===== config.mk =====
export PLATFORM = sky130hd
export DESIGN_NAME = gamepad_uart_drive_decoder_top
export DESIGN_NICKNAME = d
export VERILOG_FILES = /design/src/sv/gudd_pkg.sv /design/src/sv/gudd_fifo.sv /design/src/sv/gudd_front.sv /design/src/sv/gudd_back.sv /design/src/sv/gamepad_uart_drive_decoder_top.sv
export SDC_FILE = /design/constraint.sdc
export NUM_CORES = 1
export LEC_CHECK = 0
export BUFFER_PORTS_ARGS = -buffer_cell sky130_fd_sc_hd__buf_2
export CORE_MARGIN = 2
export CORE_UTILIZATION = 45
export DETAILED_ROUTE_END_ITERATION = 8
export GPL_ROUTABILITY_DRIVEN = 0
export PLACE_DENSITY = 0.65
export SYNTH_ARGS = -nofsm -noshare
export SYNTH_HDL_FRONTEND = slang
export SYNTH_SLANG_ARGS = --single-unit

===== constraint.sdc =====
create_clock -name clk -period 8.2 [get_ports clk]
set_input_delay 0.82 -clock clk [delete_from_list [all_inputs] [get_ports clk]]
set_output_delay 0.82 -clock clk [all_outputs]
set_load 0.05 [all_outputs]

===== src/sv/gudd_pkg.sv =====
package gudd_pkg;

	localparam logic [7:0] CH_LF    = 8'h0A;
	localparam logic [7:0] CH_B     = 8'h42;
	localparam logic [7:0] CH_L     = 8'h4C;
	localparam logic [7:0] CH_X     = 8'h58;
	localparam logic [7:0] CH_Y     = 8'h59;
	localparam logic [7:0] CH_HASH  = 8'h23;
	localparam logic [7:0] CH_O     = 8'h4F;
	localparam logic [7:0] CH_V     = 8'h56;
	localparam logic [7:0] CH_R     = 8'h52;
	localparam logic [7:0] CH_ZERO  = 8'h30;
	localparam logic [7:0] CH_ONE   = 8'h31;

	localparam logic [7:0] GAIN_RESET = 8'd50;
	localparam logic [7:0] AXIS_RESET = 8'd127;
	localparam logic [9:0] AXIS_SUM_MID = 10'd254;

	localparam logic REG_DRIVE_GAIN = 1'b0;

	typedef struct packed {
		logic [7:0] c0;
		logic [7:0] c1;
		logic [7:0] c2;
	} cmd_t;

	typedef struct packed {
		logic signed [17:0] speed_left;
		logic signed [17:0] speed_right;
		logic               pump_on;
		logic               valve_on;
		logic               gripper_on;
		logic               servo_sel;
	} out_item_t;

endpackage


===== src/sv/gudd_fifo.sv =====
module gudd_fifo #(
	parameter int W     = 8,
	parameter int DEPTH = 2
) (
	input  logic         clk,
	input  logic         arst_n,
	input  logic         push,
	input  logic [W-1:0] wdata,
	output logic         full,
	input  logic         pop,
	output logic [W-1:0] rdata,
	output logic         empty
);

	localparam int AW = (DEPTH > 1) ? $clog2(DEPTH) : 1;
	localparam int CW = $clog2(DEPTH + 1);

	logic [W-1:0]  mem_q [DEPTH];
	logic [AW-1:0] wr_ptr_q;
	logic [AW-1:0] rd_ptr_q;
	logic [CW-1:0] count_q;
	logic          do_push;
	logic          do_pop;

	assign full    = (count_q == CW'(DEPTH));
	assign empty   = (count_q == '0);
	assign do_push = push && !full;
	assign do_pop  = pop && !empty;
	assign rdata   = mem_q[rd_ptr_q];

	always_ff @(posedge clk) begin
		if (do_push) begin
			mem_q[wr_ptr_q] <= wdata;
		end
	end

	always_ff @(posedge clk or negedge arst_n) begin
		if (!arst_n) begin
			wr_ptr_q <= '0;
			rd_ptr_q <= '0;
			count_q  <= '0;
		end else begin
			if (do_push) begin
				wr_ptr_q <= (wr_ptr_q == AW'(DEPTH - 1)) ? '0 : wr_ptr_q + 1'b1;
			end
			if (do_pop) begin
				rd_ptr_q <= (rd_ptr_q == AW'(DEPTH - 1)) ? '0 : rd_ptr_q + 1'b1;
			end
			if (do_push && !do_pop) begin
				count_q <= count_q + 1'b1;
			end else if (do_pop && !do_push) begin
				count_q <= count_q - 1'b1;
			end
		end
	end

endmodule


===== src/sv/gudd_front.sv =====
module gudd_front #(
	parameter int FRAME_MAX = 5
) (
	input  logic            clk,
	input  logic            arst_n,
	input  logic            in_beat,
	input  logic [7:0]      rx_byte,
	output logic            cmd_push,
	output gudd_pkg::cmd_t  cmd
);

	localparam int FW = $clog2(FRAME_MAX);

	logic [FW-1:0] fill_q;
	logic [7:0]    byte_q [3];
	logic [7:0]    cur    [3];
	logic          frame_end;

	always_comb begin
		for (int i = 0; i < 3; i++) begin
			cur[i] = (fill_q == FW'(i)) ? rx_byte : byte_q[i];
		end
	end

	assign frame_end = (rx_byte == gudd_pkg::CH_LF) || (fill_q == FW'(FRAME_MAX - 1));
	assign cmd_push  = in_beat && frame_end;
	assign cmd.c0    = cur[0];
	assign cmd.c1    = cur[1];
	assign cmd.c2    = cur[2];

	always_ff @(posedge clk or negedge arst_n) begin
		if (!arst_n) begin
			fill_q <= '0;
			for (int i = 0; i < 3; i++) begin
				byte_q[i] <= '0;
			end
		end else if (in_beat) begin
			for (int i = 0; i < 3; i++) begin
				byte_q[i] <= cur[i];
			end
			fill_q <= frame_end ? '0 : fill_q + 1'b1;
		end
	end

endmodule


===== src/sv/gudd_back.sv =====
module gudd_back (
	input  logic                clk,
	input  logic                arst_n,
	input  logic                cmd_valid,
	input  gudd_pkg::cmd_t      cmd,
	input  logic [7:0]          drive_gain,
	input  logic                out_full,
	output logic                cmd_pop,
	output gudd_pkg::out_item_t item
);

	logic [7:0] axis_x_q, axis_y_q;
	logic       boost_q, pump_q, valve_q, grip_q, servo_q;
	logic [7:0] nx, ny;
	logic       nboost, npump, nvalve, ngrip, nservo;
	logic signed [9:0]  diff_l, diff_r, mult;
	logic signed [17:0] prod_l, prod_r;

	assign cmd_pop = cmd_valid && !out_full;

	always_comb begin
		nx     = axis_x_q;
		ny     = axis_y_q;
		nboost = boost_q;
		npump  = pump_q;
		nvalve = valve_q;
		ngrip  = grip_q;
		nservo = servo_q;
		if (cmd.c0 == gudd_pkg::CH_B) begin
			case (cmd.c1)
				gudd_pkg::CH_X: begin
					if (cmd.c2 == gudd_pkg::CH_ZERO) ngrip = 1'b0;
					else if (cmd.c2 == gudd_pkg::CH_ONE) ngrip = 1'b1;
				end
				gudd_pkg::CH_HASH: begin
					if (cmd.c2 == gudd_pkg::CH_ZERO) nservo = 1'b0;
					else if (cmd.c2 == gudd_pkg::CH_ONE) nservo = 1'b1;
				end
				gudd_pkg::CH_O: begin
					if (cmd.c2 == gudd_pkg::CH_ZERO) begin
						nvalve = 1'b1;
					end else if (cmd.c2 == gudd_pkg::CH_ONE) begin
						npump  = 1'b1;
						nvalve = 1'b0;
					end
				end
				gudd_pkg::CH_V: begin
					if (cmd.c2 == gudd_pkg::CH_ONE) npump = !pump_q;
				end
				gudd_pkg::CH_R: begin
					if (cmd.c2 == gudd_pkg::CH_ZERO) nboost = 1'b0;
					else if (cmd.c2 == gudd_pkg::CH_ONE) nboost = 1'b1;
				end
				default: ;
			endcase
		end else if (cmd.c0 == gudd_pkg::CH_L) begin
			case (cmd.c1)
				gudd_pkg::CH_X: nx = cmd.c2;
				gudd_pkg::CH_Y: ny = cmd.c2;
				default: ;
			endcase
		end
	end

	always_comb begin
		diff_l = signed'({2'b00, nx}) - signed'({2'b00, ny});
		diff_r = signed'(gudd_pkg::AXIS_SUM_MID) - signed'({2'b00, nx})
			- signed'({2'b00, ny});
		mult   = nboost ? signed'({1'b0, drive_gain, 1'b0}) : signed'({2'b00, drive_gain});
		prod_l = 18'(diff_l) * 18'(mult);
		prod_r = 18'(diff_r) * 18'(mult);
	end

	assign item.speed_left  = prod_l;
	assign item.speed_right = prod_r;
	assign item.pump_on     = npump;
	assign item.valve_on    = nvalve;
	assign item.gripper_on  = ngrip;
	assign item.servo_sel   = nservo;

	always_ff @(posedge clk or negedge arst_n) begin
		if (!arst_n) begin
			axis_x_q <= gudd_pkg::AXIS_RESET;
			axis_y_q <= gudd_pkg::AXIS_RESET;
			boost_q  <= 1'b0;
			pump_q   <= 1'b1;
			valve_q  <= 1'b0;
			grip_q   <= 1'b0;
			servo_q  <= 1'b0;
		end else if (cmd_pop) begin
			axis_x_q <= nx;
			axis_y_q <= ny;
			boost_q  <= nboost;
			pump_q   <= npump;
			valve_q  <= nvalve;
			grip_q   <= ngrip;
			servo_q  <= nservo;
		end
	end

endmodule


===== src/sv/gamepad_uart_drive_decoder_top.sv =====
// channel   direction  handshake               payload
// bytes     in         push / full             rx_byte
// results   out        pop / empty             speed_left, speed_right, pump_on,
//                                              valve_on, gripper_on, servo_sel
// config    in         APB psel/penable/pready drive_gain at byte address 0
//
// One byte a cycle while full is low; a frame-ending byte pushes its command into the command queue,
// and the decoder moves it on into the result queue when that queue has room.
// The command queue and the result queue are two beats deep each.
// full follows the command queue, empty follows the result queue.
// arst_n clears the frame buffer, axes to 127, pump on, gain to 50.
module gamepad_uart_drive_decoder_top #(
	parameter int FRAME_MAX = 5
) (
	input  logic               clk,
	input  logic               arst_n,
	input  logic               push,
	output logic               full,
	input  logic [7:0]         rx_byte,
	output logic               empty,
	input  logic               pop,
	output logic signed [17:0] speed_left,
	output logic signed [17:0] speed_right,
	output logic               pump_on,
	output logic               valve_on,
	output logic               gripper_on,
	output logic               servo_sel,
	input  logic               psel,
	input  logic               penable,
	input  logic               pwrite,
	input  logic [2:0]         paddr,
	input  logic [31:0]        pwdata,
	output logic [31:0]        prdata,
	output logic               pready
);

	localparam int CMD_W = $bits(gudd_pkg::cmd_t);
	localparam int OUT_W = $bits(gudd_pkg::out_item_t);

	logic                in_beat;
	logic                cmd_push, cmd_full, cmd_empty, cmd_pop;
	gudd_pkg::cmd_t      cmd_in, cmd_out;
	gudd_pkg::out_item_t item_in, item_out;
	logic                out_full;
	logic [7:0]          gain_q;

	assign pready  = 1'b1;
	assign full    = cmd_full;
	assign in_beat = push && !cmd_full;

	always_ff @(posedge clk or negedge arst_n) begin
		if (!arst_n) begin
			gain_q <= gudd_pkg::GAIN_RESET;
		end else if (psel && penable && pwrite && pready
			&& paddr[2] == gudd_pkg::REG_DRIVE_GAIN) begin
			gain_q <= pwdata[7:0];
		end
	end

	assign prdata = (paddr[2] == gudd_pkg::REG_DRIVE_GAIN) ? {24'd0, gain_q} : 32'd0;

	gudd_front #(.FRAME_MAX(FRAME_MAX)) u_front (
		.clk      (clk),
		.arst_n   (arst_n),
		.in_beat  (in_beat),
		.rx_byte  (rx_byte),
		.cmd_push (cmd_push),
		.cmd      (cmd_in)
	);

	gudd_fifo #(.W(CMD_W), .DEPTH(2)) u_cmd_q (
		.clk    (clk),
		.arst_n (arst_n),
		.push   (cmd_push),
		.wdata  (cmd_in),
		.full   (cmd_full),
		.pop    (cmd_pop),
		.rdata  (cmd_out),
		.empty  (cmd_empty)
	);

	gudd_back u_back (
		.clk        (clk),
		.arst_n     (arst_n),
		.cmd_valid  (!cmd_empty),
		.cmd        (cmd_out),
		.drive_gain (gain_q),
		.out_full   (out_full),
		.cmd_pop    (cmd_pop),
		.item       (item_in)
	);

	gudd_fifo #(.W(OUT_W), .DEPTH(2)) u_out_q (
		.clk    (clk),
		.arst_n (arst_n),
		.push   (cmd_pop),
		.wdata  (item_in),
		.full   (out_full),
		.pop    (pop),
		.rdata  (item_out),
		.empty  (empty)
	);

	assign speed_left  = item_out.speed_left;
	assign speed_right = item_out.speed_right;
	assign pump_on     = item_out.pump_on;
	assign valve_on    = item_out.valve_on;
	assign gripper_on  = item_out.gripper_on;
	assign servo_sel   = item_out.servo_sel;

endmodule


==> run_summary.xml, run 1 <==
<?xml version="1.0" encoding="UTF-8"?>
<metrics>
  <group name="run_status">
    <metric name="outcome" unit="">complete, but fails checks</metric>
    <metric name="failing_checks" unit="">setup timing</metric>
  </group>
  <group name="setup_path">
    <metric name="worst_r2r_path_depth" unit="">38</metric>
    <metric name="critical_path.endpoint_type" unit="">register</metric>
    <metric name="critPathRequiredTime" unit="ps">8410</metric>
    <metric name="timing.setup.critical_path_class" unit="">register to register</metric>
    <metric name="critical-path-top-cell-by-count" unit="">sky130_fd_sc_hd__fa_1</metric>
    <metric name="critical_path_arrival" unit="ps">8450</metric>
    <metric name="timing.critical_path.slowest_cell_delay" unit="ps">550</metric>
    <metric name="timing.critical_path.slowest_stage_cell" unit="">sky130_fd_sc_hd__fa_1</metric>
    <metric name="critical_path_cell_count" unit="">38</metric>
    <metric name="buffers_and_inverters_on_the_worst_path" unit="">8</metric>
    <metric name="critical_path.startpoint_type" unit="">register</metric>
    <metric name="maximum_net_fanout_on_the_critical_path" unit="">7</metric>
    <metric name="top_cell_family_by_delay_on_the_critical_path" unit="">adder cells</metric>
  </group>
  <group name="synth">
    <metric name="synthesis.instances" unit="">1352</metric>
    <metric name="synth_async_sr_flop_share" unit="%">33.7</metric>
    <metric name="synth.lib_cells_used.distinct" unit="">69</metric>
    <metric name="seq_area_frac_synth" unit="%">36.2</metric>
    <metric name="flip_flop_and_latch_count_after_synthesis" unit="">190</metric>
    <metric name="ys.warnings.count" unit="">0</metric>
    <metric name="synth-edff-count" unit="">126</metric>
    <metric name="ys.flop_type" unit="">sky130_fd_sc_hd__edfxtp_1</metric>
    <metric name="post_synth_instance_area" unit="sq mm">0.0149</metric>
    <metric name="syn_area_per_cell" unit="sq um">11.0</metric>
  </group>
  <group name="clock_tree">
    <metric name="cts_buffers" unit="">17</metric>
    <metric name="clock_path_buffers" unit="">2</metric>
    <metric name="cts_max_level" unit="">4</metric>
    <metric name="source_to_sink_clock_delay_at_the_later_pin_of_the_worst_skew_pair" unit="ps">460</metric>
    <metric name="root_buffer" unit="">sky130_fd_sc_hd__clkbuf_16</metric>
    <metric name="tritoncts" unit="">built</metric>
    <metric name="cts.sink_count" unit="">190</metric>
    <metric name="holdBufCountCts" unit="">0</metric>
    <metric name="clk_transition_reported_paths" unit="ps">80</metric>
  </group>
  <group name="run">
    <metric name="number_of_max_capacitance_violations_reported" unit="">0</metric>
  </group>
  <group name="final_layout">
    <metric name="sequential_cell_area" unit="sq mm">0.00541</metric>
    <metric name="growth_of_design_area_from_synthesis_to_finish" unit="%">19.9</metric>
    <metric name="fin_cells" unit="">2006</metric>
    <metric name="drive_gt1_share" unit="%">31.4</metric>
    <metric name="final_core_util" unit="%">54.9</metric>
    <metric name="nets" unit="">1840</metric>
    <metric name="antenna_cells_inserted" unit="">0</metric>
    <metric name="multi_input_area" unit="sq mm">0.00912</metric>
    <metric name="fill_cells" unit="">2774</metric>
    <metric name="final_instance_area" unit="sq mm">0.0179</metric>
  </group>
  <group name="global_route">
    <metric name="grt-ovfl-total" unit="">0</metric>
    <metric name="pin_count_of_the_biggest_net_entering_global_routing" unit="">65</metric>
    <metric name="grt_use_total" unit="%">18.8</metric>
    <metric name="first_global_vias" unit="">10300</metric>
    <metric name="grt_pass1_wl" unit="mm">50.4</metric>
    <metric name="antenna_found_initial" unit="">0</metric>
  </group>
  <group name="floorplanning">
    <metric name="core_area" unit="sq mm">0.0326</metric>
    <metric name="start_util" unit="%">45.8</metric>
    <metric name="design.portCount" unit="">125</metric>
    <metric name="floorplan.die.height" unit="um">186</metric>
    <metric name="die_area" unit="sq mm">0.0347</metric>
    <metric name="chipWidth" unit="um">186</metric>
    <metric name="row_count" unit="">66</metric>
  </group>
  <group name="timing">
    <metric name="slew-limit-headroom" unit="%">22.2</metric>
    <metric name="timing_max_transition_violations_final" unit="">0</metric>
    <metric name="finClkSkew" unit="ps">12.9</metric>
    <metric name="grt_setup_unrepaired" unit="">yes</metric>
    <metric name="final_min_period_over_clock_period" unit="%">100</metric>
    <metric name="finalSetupViolations" unit="">6</metric>
    <metric name="final_period_minus_worst_setup_slack" unit="ps">8230</metric>
    <metric name="postLayoutSetupSlackWorst" unit="ps">-33.9</metric>
    <metric name="final_hold_viol_count" unit="">0</metric>
    <metric name="worstMarginPinSlew" unit="ps">1160</metric>
    <metric name="maxClockFrequency" unit="MHz">121</metric>
  </group>
  <group name="detailed_routing">
    <metric name="routed-via-count" unit="">10100</metric>
    <metric name="wirelength" unit="mm">31.3</metric>
    <metric name="drt-vias-per-instance" unit="">5.03</metric>
    <metric name="wl_per_cell" unit="um">15.6</metric>
    <metric name="drt_pass1_iterations" unit="">5</metric>
    <metric name="drtAntennaViolNets" unit="">0</metric>
    <metric name="drt_drc_violations_left" unit="">0</metric>
    <metric name="first_iter_violations" unit="">416</metric>
  </group>
  <group name="hold_path">
    <metric name="worst_hold_path.num_cells" unit="">2</metric>
    <metric name="timing.hold.worst.class" unit="">register to register</metric>
  </group>
  <group name="placement">
    <metric name="numPortBuffers" unit="">73</metric>
    <metric name="postPlaceCellArea" unit="sq mm">0.0166</metric>
    <metric name="dpl.hpwl" unit="mm">23.0</metric>
    <metric name="placed_cells_incl_taps" unit="">1945</metric>
  </group>
</metrics>
[repair_timing]
action                                  CTS  global route
setup buffers                            21            10
pin swaps                                47            51
gates resized for setup                  45            61
endpoints found under the setup margin   20            28
[per-layer routing]
metal / global-route usage (%) / up-vias / share of wire, % / wire length (um)
li1: - / 4872 / - / -
met1: 23.8 / 4994 / 44 / 13600
met2: 32.8 / 184 / 51 / 15800
met3: 3.70 / 34 / 4.1 / 1280
met4: 5.32 / 0 / 1.7 / 527
met5: 0 / - / 0 / 0
[cells by family after synthesis]
kind of cell,count (synthesis),share of synthesized area (%)
and+or+nand+nor,331,10.6
buffers and inverters,249,7.02
adders and majority gates,240,26.4
DFF,190,36.2
AOI/OAI and AO/OA,142,5.96
muxes,131,9.75
xor gates and xnor gates,67,3.98
other,2,0.0503
[cell usage after synthesis (all sizes together), types with 2 or more instances]
cell	count	share of area, %
mux2	112	8.4
nand3	16	0.54
nor3	12	0.44
nand2	106	2.7
or2	7	0.29
o21ai	41	1.4
nor2	99	2.5
o211ai	2	0.10
fa	125	17
dfstp	18	3.2
o211a	2	0.13
or3b	4	0.23
a41oi	2	0.12
and2	9	0.38
nand4b	2	0.12
nor4b	5	0.29
edfxtp	126	25
buf	37	1.7
dfrtp	46	7.7
conb	2	0.050
a31oi	3	0.13
nor4	4	0.17
o31ai	2	0.10
a32oi	3	0.18
o21bai	10	0.50
o2111ai	3	0.18
mux2i	19	1.3
nor3b	2	0.10
a211oi	2	0.10
nand4	4	0.21
xnor2	48	2.9
inv	190	4.8
clkbuf	22	0.55
xor2	19	1.1
ha	114	9.6
a22o	3	0.18
a21o	11	0.55
a21boi	2	0.13
nor2b	20	0.84
nand3b	7	0.35
o21a	3	0.15
and3	4	0.17
or3	2	0.084
nand2b	26	1.1
a21oi	44	1.5
[sequential cells by signal, indices dropped and copies added (netlist names)]
register,count
u_out_q.mem_q,78
u_cmd_q.mem_q,48
u_front.byte_q,24
gain_q,8
u_back.axis_x_q,8
u_back.axis_y_q,8
u_front.fill_q,3
u_cmd_q.count_q,2
u_out_q.count_q,2
u_back.boost_q,1
u_back.grip_q,1
u_back.pump_q,1
u_back.servo_q,1
u_back.valve_q,1
u_cmd_q.rd_ptr_q,1
u_cmd_q.wr_ptr_q,1
u_out_q.rd_ptr_q,1
u_out_q.wr_ptr_q,1
[final cells by class]
class | count | area share (%)
multi-input combinational | 936 | 51.0
inverter | 190 | 4.01
sequential | 190 | 30.2
tap | 442 | 3.09
clock inverter | 15 | 1.12
timing repair buffer | 216 | 8.24
clock buffer | 17 | 2.38
[through the flow]
| step | TNS, ps | hold slack, ps | setup WS, ps |
|---|---|---|---|
| after floorplan | 0 | 450 | 1.92 |
| after global placement | -1890 | 467 | -183 |
| after detailed placement | -3650 | 477 | -334 |
| after CTS | 0 | 492 | 0.0533 |
| after global routing | -5460 | 502 | -410 |
| final | -130 | 491 | -33.9 |
[worst paths after layout]
| check | start | to | slack [ps] |
|---|---|---|---|
| max | u_cmd_q.rd_ptr_q | u_out_q.mem_q[1][20] | -30 |
| min | u_back.axis_y_q[6] | u_back.axis_y_q[6] | 490 |
| max reg2reg | u_cmd_q.rd_ptr_q | u_out_q.mem_q[1][20] | -30 |
| min reg2reg | u_back.axis_y_q[6] | u_back.axis_y_q[6] | 490 |
| max in group asynchronous | arst_n | u_cmd_q.rd_ptr_q | 7020 |
| min in group asynchronous | arst_n | u_front.byte_q[15] | 560 |
[worst register-to-register path: cells and delay by family, from the launching register on]
| kind | cells | cell delay (ps) |
|---|---|---|
| AND/OR/NAND/NOR | 9 | 1350 |
| flip-flops | 1 | 450 |
| AO/OA/AOI/OAI | 10 | 1680 |
| XOR/XNOR | 3 | 500 |
| adder cells (fa/ha/maj) | 8 | 3270 |
| buffers and inverters | 8 | 750 |
[cell usage in the layout (no fill, tap or decap), types with 14 or more instances in the layout]
cell type / n
sky130_fd_sc_hd__buf_2: 73
sky130_fd_sc_hd__nand3_1: 15
sky130_fd_sc_hd__mux2_2: 112
sky130_fd_sc_hd__inv_1: 179
sky130_fd_sc_hd__mux2i_1: 17
sky130_fd_sc_hd__clkbuf_16: 17
sky130_fd_sc_hd__a21oi_2: 14
sky130_fd_sc_hd__nand2_1: 98
sky130_fd_sc_hd__nor2b_1: 16
sky130_fd_sc_hd__o21ai_0: 29
sky130_fd_sc_hd__nor2_1: 94
sky130_fd_sc_hd__edfxtp_1: 126
sky130_fd_sc_hd__xnor2_1: 40
sky130_fd_sc_hd__nand2b_1: 26
sky130_fd_sc_hd__buf_4: 133
sky130_fd_sc_hd__dfrtp_1: 44
sky130_fd_sc_hd__dfstp_2: 18
sky130_fd_sc_hd__fa_1: 122
sky130_fd_sc_hd__conb_1: 25
sky130_fd_sc_hd__a21oi_1: 25
sky130_fd_sc_hd__ha_1: 106
sky130_fd_sc_hd__xor2_1: 17
Power of run 1 is left out: the tool's default activity adds up to more than one toggle a clock period on the data nets, which glitch-free logic cannot reach.
==> run 2, diff against run 1 <==
Settings changed: REMOVE_ABC_BUFFERS from default to 1.
==> run 2 against run 1 <==
The flow still finishes with violations (setup timing). Non-clock buffer count up 12. Clock-buffer cell count is 4 higher. Sequential share of layout area increased by 0.18 points. Critical path depth fell by 2. Register-to-register slack improved by 20 ps. Utilization shrank 0.33 points. Global-route usage hardly changed. Worst hold slack lost 2.0 ps. Flip-flop and latch count did not move. Final cell count grew 0.60%. First-iteration DRC count up 10%.
==> run_summary.xml, run 2 (same netlist as run 1, synthesis figures left out) <==
<?xml version="1.0" encoding="UTF-8"?>
<metrics>
  <group name="clock_tree">
    <metric name="clock_path_buffers" unit="">2</metric>
    <metric name="holdBufCountCts" unit="">0</metric>
    <metric name="cts.sink_count" unit="">190</metric>
    <metric name="tritoncts" unit="">built</metric>
    <metric name="cts_max_level" unit="">4</metric>
    <metric name="cts_buffers" unit="">17</metric>
    <metric name="root_buffer" unit="">sky130_fd_sc_hd__clkbuf_16</metric>
    <metric name="source_to_sink_clock_delay_at_the_later_pin_of_the_worst_skew_pair" unit="ps">470</metric>
    <metric name="clk_transition_reported_paths" unit="ps">80</metric>
  </group>
  <group name="run">
    <metric name="number_of_max_capacitance_violations_reported" unit="">0</metric>
  </group>
  <group name="setup_path">
    <metric name="critical_path.reg2reg.endpoint" unit="">u_out_q.mem_q[0][20]</metric>
    <metric name="worst_r2r_path_depth" unit="">36</metric>
    <metric name="critical_path.startpoint_type" unit="">register</metric>
    <metric name="critical_path.endpoint_type" unit="">register</metric>
    <metric name="critPathRequiredTime" unit="ps">8420</metric>
    <metric name="reg2reg_from" unit="">u_cmd_q.rd_ptr_q</metric>
    <metric name="timing.setup.critical_path_class" unit="">register to register</metric>
    <metric name="maximum_net_fanout_on_the_critical_path" unit="">7</metric>
    <metric name="timing.critical_path.slowest_stage_cell" unit="">sky130_fd_sc_hd__fa_1</metric>
    <metric name="reg2reg_slack" unit="ps">-20</metric>
    <metric name="timing.critical_path.slowest_cell_delay" unit="ps">550</metric>
    <metric name="critical_path_arrival" unit="ps">8440</metric>
  </group>
  <group name="detailed_routing">
    <metric name="drt_pass1_iterations" unit="">5</metric>
    <metric name="drtAntennaViolNets" unit="">0</metric>
    <metric name="drt-vias-per-instance" unit="">5.03</metric>
    <metric name="wl_per_cell" unit="um">15.4</metric>
    <metric name="first_iter_violations" unit="">459</metric>
    <metric name="drt_drc_violations_left" unit="">0</metric>
    <metric name="wirelength" unit="mm">31.1</metric>
    <metric name="routed-via-count" unit="">10100</metric>
  </group>
  <group name="final_layout">
    <metric name="final_instance_area" unit="sq mm">0.0178</metric>
    <metric name="layout_common_cells" unit="">181 x sky130_fd_sc_hd__inv_1, 150 x sky130_fd_sc_hd__buf_4, 126 x sky130_fd_sc_hd__edfxtp_1</metric>
    <metric name="mostFrequentLayoutCell" unit="">sky130_fd_sc_hd__inv_1</metric>
    <metric name="reg.largest.list" unit="">u_out_q.mem_q x78, u_cmd_q.mem_q x48, u_front.byte_q x24</metric>
    <metric name="nets" unit="">1852</metric>
    <metric name="final_core_util" unit="%">54.6</metric>
    <metric name="top_register" unit="">u_out_q.mem_q</metric>
    <metric name="growth_of_design_area_from_synthesis_to_finish" unit="%">19.2</metric>
    <metric name="drive_gt1_share" unit="%">31.0</metric>
    <metric name="antenna_cells_inserted" unit="">0</metric>
    <metric name="largest_register_ff_count" unit="">78</metric>
  </group>
  <group name="hold_path">
    <metric name="timing.hold.worst.class" unit="">register to register</metric>
    <metric name="worst_hold_path.num_cells" unit="">2</metric>
    <metric name="min_to" unit="">u_back.axis_y_q[6]</metric>
    <metric name="timing.hold.worst.start" unit="">u_back.axis_y_q[6]</metric>
  </group>
  <group name="global_route">
    <metric name="grt-ovfl-total" unit="">0</metric>
    <metric name="pin_count_of_the_biggest_net_entering_global_routing" unit="">65</metric>
    <metric name="first_global_vias" unit="">10400</metric>
    <metric name="grt_use_total" unit="%">18.9</metric>
    <metric name="grt_pass1_wl" unit="mm">50.8</metric>
    <metric name="antenna_found_initial" unit="">0</metric>
  </group>
  <group name="floorplanning">
    <metric name="chipWidth" unit="um">186</metric>
    <metric name="start_util" unit="%">45.8</metric>
    <metric name="die_area" unit="sq mm">0.0347</metric>
    <metric name="row_count" unit="">66</metric>
    <metric name="floorplan.die.height" unit="um">186</metric>
    <metric name="design.portCount" unit="">125</metric>
    <metric name="core_area" unit="sq mm">0.0326</metric>
  </group>
  <group name="timing">
    <metric name="worstMarginPinSlew" unit="ps">1180</metric>
    <metric name="timing_max_transition_violations_final" unit="">0</metric>
    <metric name="grt_setup_unrepaired" unit="">yes</metric>
    <metric name="slew-limit-headroom" unit="%">20.7</metric>
    <metric name="finalSetupViolations" unit="">2</metric>
    <metric name="final_period_minus_worst_setup_slack" unit="ps">8220</metric>
    <metric name="finClkSkew" unit="ps">17.7</metric>
    <metric name="maxClockFrequency" unit="MHz">122</metric>
    <metric name="final_min_period_over_clock_period" unit="%">100</metric>
    <metric name="final_hold_viol_count" unit="">0</metric>
    <metric name="postLayoutSetupSlackWorst" unit="ps">-18.1</metric>
  </group>
  <group name="placement">
    <metric name="dpl.hpwl" unit="mm">23.3</metric>
    <metric name="postPlaceCellArea" unit="sq mm">0.0166</metric>
    <metric name="numPortBuffers" unit="">73</metric>
  </group>
  <group name="pwr">
    <metric name="power_density" unit="mW/mm^2">473</metric>
    <metric name="power_leakage" unit="nW">8.30</metric>
    <metric name="vdd.ir_drop.worst" unit="mV">0.623</metric>
  </group>
  <group name="run_status">
    <metric name="failing_checks" unit="">setup timing</metric>
    <metric name="outcome" unit="">complete, but fails checks</metric>
  </group>
</metrics>
run 2: final cells by class:
class                           instances  area (sq um)
Fill cell                            2791         14800
Multi-Input combinational cell        936          9010
Sequential cell                       190          5410
Timing Repair Buffer                  228          1550
Inverter                              190           713
Tap cell                              442           553
Clock buffer                           21           472
Clock inverter                         11          97.6
run 2: worst max-delay path: cells and delay by family, from the launching register on:
| family | cells | cell delay [ps] |
|---|---|---|
| AO/OA/AOI/OAI | 11 | 1880 |
| adder cells (fa/ha/maj) | 8 | 3470 |
| flip-flops | 1 | 450 |
| XOR/XNOR | 2 | 300 |
| buffers and inverters | 8 | 770 |
| AND/OR/NAND/NOR | 7 | 1110 |
run 2: worst max-delay path by stage:
stage / startpoint / end / cells past startpoint
5_1_grt: u_cmd_q.rd_ptr_q / u_out_q.mem_q[1][20] / 36
3_3_place_gp: u_cmd_q.rd_ptr_q / u_out_q.mem_q[0][20] / 34
6_report: u_cmd_q.rd_ptr_q / u_out_q.mem_q[0][20] / 36
4_1_cts: u_cmd_q.rd_ptr_q / u_out_q.mem_q[0][20] / 35
3_5_place_dp: u_cmd_q.rd_ptr_q / u_out_q.mem_q[1][21] / 34
2_1_floorplan: u_cmd_q.rd_ptr_q / u_out_q.mem_q[0][21] / 34
run 2: through the flow:
stage / setup WS [ps] / hold slack, ps / setup TNS [ps] / cells / total power, mW
global route: -410 / 506 / -5790 / 2018 / 9.14
detailed placement: -378 / 479 / -4590 / 1960 / 6.73
global placement: -272 / 469 / -3030 / 1960 / 6.59
CTS: 15.9 / 491 / 0 / 2005 / 7.83
finish: -18.1 / 489 / -36.3 / 2018 / 8.42
floorplan: -948 / 450 / -18740 / 1316 / 5.31
run 2: power by group:
group	total [mW]	switching (mW)	internal (mW)
logic	5.67	3.11	2.56
registers	1.92	0.161	1.76
clock network	0.823	0.400	0.423
run 2: repair_timing:
action	4_1_cts	5_1_grt
endpoints found under the setup margin	22	30
buffers inserted	13	13
endpoints found under the hold margin	0	0
resized for setup	46	66
gates cloned	0	0
pin swaps	37	27
run 2: metal layers:
layer  up-vias  wire length [um]  track usage, %
li1       4886                 -               -
met1      5042             13800            23.9
met2       173             15600            32.7
met3        47              1160            3.50
met4         0               634            6.05
met5         -                 0               0
Power figures use the tool's default switching activity.
==> run 3, diff against run 2 <==
==> constraint.sdc (replaced) <==
create_clock -name clk -period 8.2 [get_ports clk]
set_input_delay 0.41 -clock clk [delete_from_list [all_inputs] [get_ports clk]]
set_output_delay 0.41 -clock clk [all_outputs]
set_load 0.05 [all_outputs]
==> run 3 against run 2 <==
Via count down 0.56%. Sequential share of layout area barely moved. Clock skew shrank 2.4 ps. Critical path depth did not move. Worst setup slack got worse by 4.4 ps. Maximum frequency about the same. The run still ends with setup timing left. Largest cell class unchanged. Routed wire length increased by 0.26%. Global-route usage decreased by 0.13 points. Final cell count down 0.84%.
==> run_summary.xml, run 3 (same netlist as run 1, synthesis figures left out) <==
<?xml version="1.0" encoding="UTF-8"?>
<metrics>
  <group name="clock_tree">
    <metric name="cts_buffers" unit="">17</metric>
    <metric name="clock_path_buffers" unit="">2</metric>
    <metric name="cts.sink_count" unit="">190</metric>
    <metric name="holdBufCountCts" unit="">0</metric>
    <metric name="tritoncts" unit="">built</metric>
    <metric name="root_buffer" unit="">sky130_fd_sc_hd__clkbuf_16</metric>
    <metric name="clk_transition_reported_paths" unit="ps">80</metric>
    <metric name="cts_max_level" unit="">4</metric>
    <metric name="source_to_sink_clock_delay_at_the_later_pin_of_the_worst_skew_pair" unit="ps">460</metric>
  </group>
  <group name="timing">
    <metric name="grt_setup_unrepaired" unit="">yes</metric>
    <metric name="final_hold_viol_count" unit="">0</metric>
    <metric name="finClkSkew" unit="ps">15.3</metric>
    <metric name="postLayoutSetupSlackWorst" unit="ps">-22.6</metric>
    <metric name="slew-limit-headroom" unit="%">18.2</metric>
    <metric name="finalSetupViolations" unit="">2</metric>
    <metric name="timing_max_transition_violations_final" unit="">0</metric>
    <metric name="final_period_minus_worst_setup_slack" unit="ps">8220</metric>
    <metric name="maxClockFrequency" unit="MHz">122</metric>
    <metric name="final_min_period_over_clock_period" unit="%">100</metric>
    <metric name="worstMarginPinSlew" unit="ps">1220</metric>
  </group>
  <group name="run_status">
    <metric name="failing_checks" unit="">setup timing</metric>
    <metric name="outcome" unit="">complete, but fails checks</metric>
  </group>
  <group name="detailed_routing">
    <metric name="routed-via-count" unit="">10100</metric>
    <metric name="wirelength" unit="mm">31.2</metric>
    <metric name="drtAntennaViolNets" unit="">0</metric>
    <metric name="wl_per_cell" unit="um">15.6</metric>
    <metric name="first_iter_violations" unit="">407</metric>
    <metric name="drt_drc_violations_left" unit="">0</metric>
    <metric name="drt_pass1_iterations" unit="">5</metric>
    <metric name="drt-vias-per-instance" unit="">5.04</metric>
  </group>
  <group name="final_layout">
    <metric name="growth_of_design_area_from_synthesis_to_finish" unit="%">19.2</metric>
    <metric name="drive_gt1_share" unit="%">31.1</metric>
    <metric name="multi_input_area" unit="sq mm">0.00915</metric>
    <metric name="mostFrequentLayoutCell" unit="">sky130_fd_sc_hd__inv_1</metric>
    <metric name="antenna_cells_inserted" unit="">0</metric>
    <metric name="layout_common_cells" unit="">181 x sky130_fd_sc_hd__inv_1, 133 x sky130_fd_sc_hd__buf_4, 126 x sky130_fd_sc_hd__edfxtp_1</metric>
    <metric name="fill_cells" unit="">2799</metric>
    <metric name="nets" unit="">1835</metric>
    <metric name="top_register" unit="">u_out_q.mem_q</metric>
    <metric name="largest_register_ff_count" unit="">78</metric>
    <metric name="reg.largest.list" unit="">u_out_q.mem_q x78, u_cmd_q.mem_q x48, u_front.byte_q x24</metric>
    <metric name="final_instance_area" unit="sq mm">0.0178</metric>
    <metric name="sequential_cell_area" unit="sq mm">0.00541</metric>
  </group>
  <group name="floorplanning">
    <metric name="row_count" unit="">66</metric>
    <metric name="chipWidth" unit="um">186</metric>
    <metric name="die_area" unit="sq mm">0.0347</metric>
    <metric name="core_area" unit="sq mm">0.0326</metric>
    <metric name="design.portCount" unit="">125</metric>
    <metric name="start_util" unit="%">45.8</metric>
    <metric name="floorplan.die.height" unit="um">186</metric>
  </group>
  <group name="setup_path">
    <metric name="critical_path.startpoint_type" unit="">register</metric>
    <metric name="critPathRequiredTime" unit="ps">8420</metric>
    <metric name="reg2reg_from" unit="">u_cmd_q.rd_ptr_q</metric>
    <metric name="critical_path.endpoint_type" unit="">register</metric>
    <metric name="critical-path-top-cell-by-count" unit="">sky130_fd_sc_hd__fa_1</metric>
    <metric name="timing.critical_path.slowest_stage_cell" unit="">sky130_fd_sc_hd__fa_1</metric>
    <metric name="critical_path_arrival" unit="ps">8440</metric>
    <metric name="timing.critical_path.slowest_cell_delay" unit="ps">530</metric>
    <metric name="maximum_net_fanout_on_the_critical_path" unit="">6</metric>
    <metric name="critPathLaunch" unit="">u_cmd_q.rd_ptr_q</metric>
    <metric name="timing.setup.critical_path_class" unit="">register to register</metric>
  </group>
  <group name="global_route">
    <metric name="grt-ovfl-total" unit="">0</metric>
    <metric name="grt_use_total" unit="%">18.7</metric>
    <metric name="pin_count_of_the_biggest_net_entering_global_routing" unit="">65</metric>
    <metric name="grt_pass1_wl" unit="mm">50.3</metric>
    <metric name="antenna_found_initial" unit="">0</metric>
    <metric name="first_global_vias" unit="">10300</metric>
  </group>
  <group name="placement">
    <metric name="numPortBuffers" unit="">73</metric>
    <metric name="dp_slack" unit="ps">-440</metric>
    <metric name="dpl.hpwl" unit="mm">23.6</metric>
    <metric name="postPlaceCellArea" unit="sq mm">0.0165</metric>
  </group>
  <group name="run">
    <metric name="number_of_max_capacitance_violations_reported" unit="">0</metric>
  </group>
  <group name="hold_path">
    <metric name="timing.hold.worst.class" unit="">primary input to async pin</metric>
  </group>
</metrics>
-- run 3: cell types whose count changed in the layout (fill, tap and decap cells not counted), sizes merged --
cell / before / now
buf: 228 / 211
inv: 195 / 197
clkbuf: 21 / 18
clkinvlp: 2 / 0
clkinv: 4 / 7
-- run 3: routing by layer --
| layer | part of all wire, % | track usage, % | vias to the layer above | wire, um |
|---|---|---|---|---|
| met2 | 51 | 32.8 | 164 | 15800 |
| met1 | 44 | 23.1 | 5028 | 13700 |
| met3 | 3.5 | 3.62 | 34 | 1090 |
| met4 | 2.0 | 6.77 | 0 | 626 |
| met5 | 0 | 0 | - | 0 |
| li1 | - | - | 4865 | - |
-- run 3: worst paths after layout --
| path | endpoint | cells after the start | slack (ps) |
|---|---|---|---|
| max | u_out_q.mem_q[1][20] | 36 | -20 |
| min | u_front.byte_q[3] | 2 | 140 |
| max reg2reg | u_out_q.mem_q[1][20] | 36 | -20 |
| min reg2reg | u_back.axis_y_q[4] | 2 | 490 |
| max in group asynchronous | u_out_q.rd_ptr_q | 2 | 7400 |
| min in group clk | gain_q[0] | 2 | 190 |
-- run 3: timing repair --
item                                    4_1_cts  5_1_grt
setup buffers                                 7       10
resized for setup                            43       89
endpoints found under the setup margin       24       32
pin swaps                                    29       73
-- run 3: final cells by class --
type | count | share of cell area (%)
Multi-Input combinational cell | 936 | 51.4
Clock inverter | 14 | 0.696
Clock buffer | 18 | 2.41
Timing Repair Buffer | 211 | 7.98
Sequential cell | 190 | 30.4
Tap cell | 442 | 3.11
Inverter | 190 | 4.02
-- run 3: worst max-delay path: cells and delay by family (launching register included) --
kind	cells	cell delay [ps]
adder cells (fa/ha/maj)	8	3400
XOR/XNOR	2	280
AND/OR/NAND/NOR	7	1170
flip-flops	1	450
buffers and inverters	8	800
AO/OA/AOI/OAI	11	1890
-- run 3: stage by stage --
stage / instances / hold slack (ps) / util [%] / setup TNS (ps)
2_1_floorplan: 1316 / 114 / - / -18740
3_3_place_gp: 1953 / 469 / 50.7 / -2130
6_report: 2001 / 142 / 54.6 / -45.1
4_1_cts: 1992 / 168 / 53.0 / 0
5_1_grt: 2001 / 178 / 54.6 / -4020
3_5_place_dp: 1953 / 478 / 50.7 / -5390
Power of run 3 is left out for the same reason.
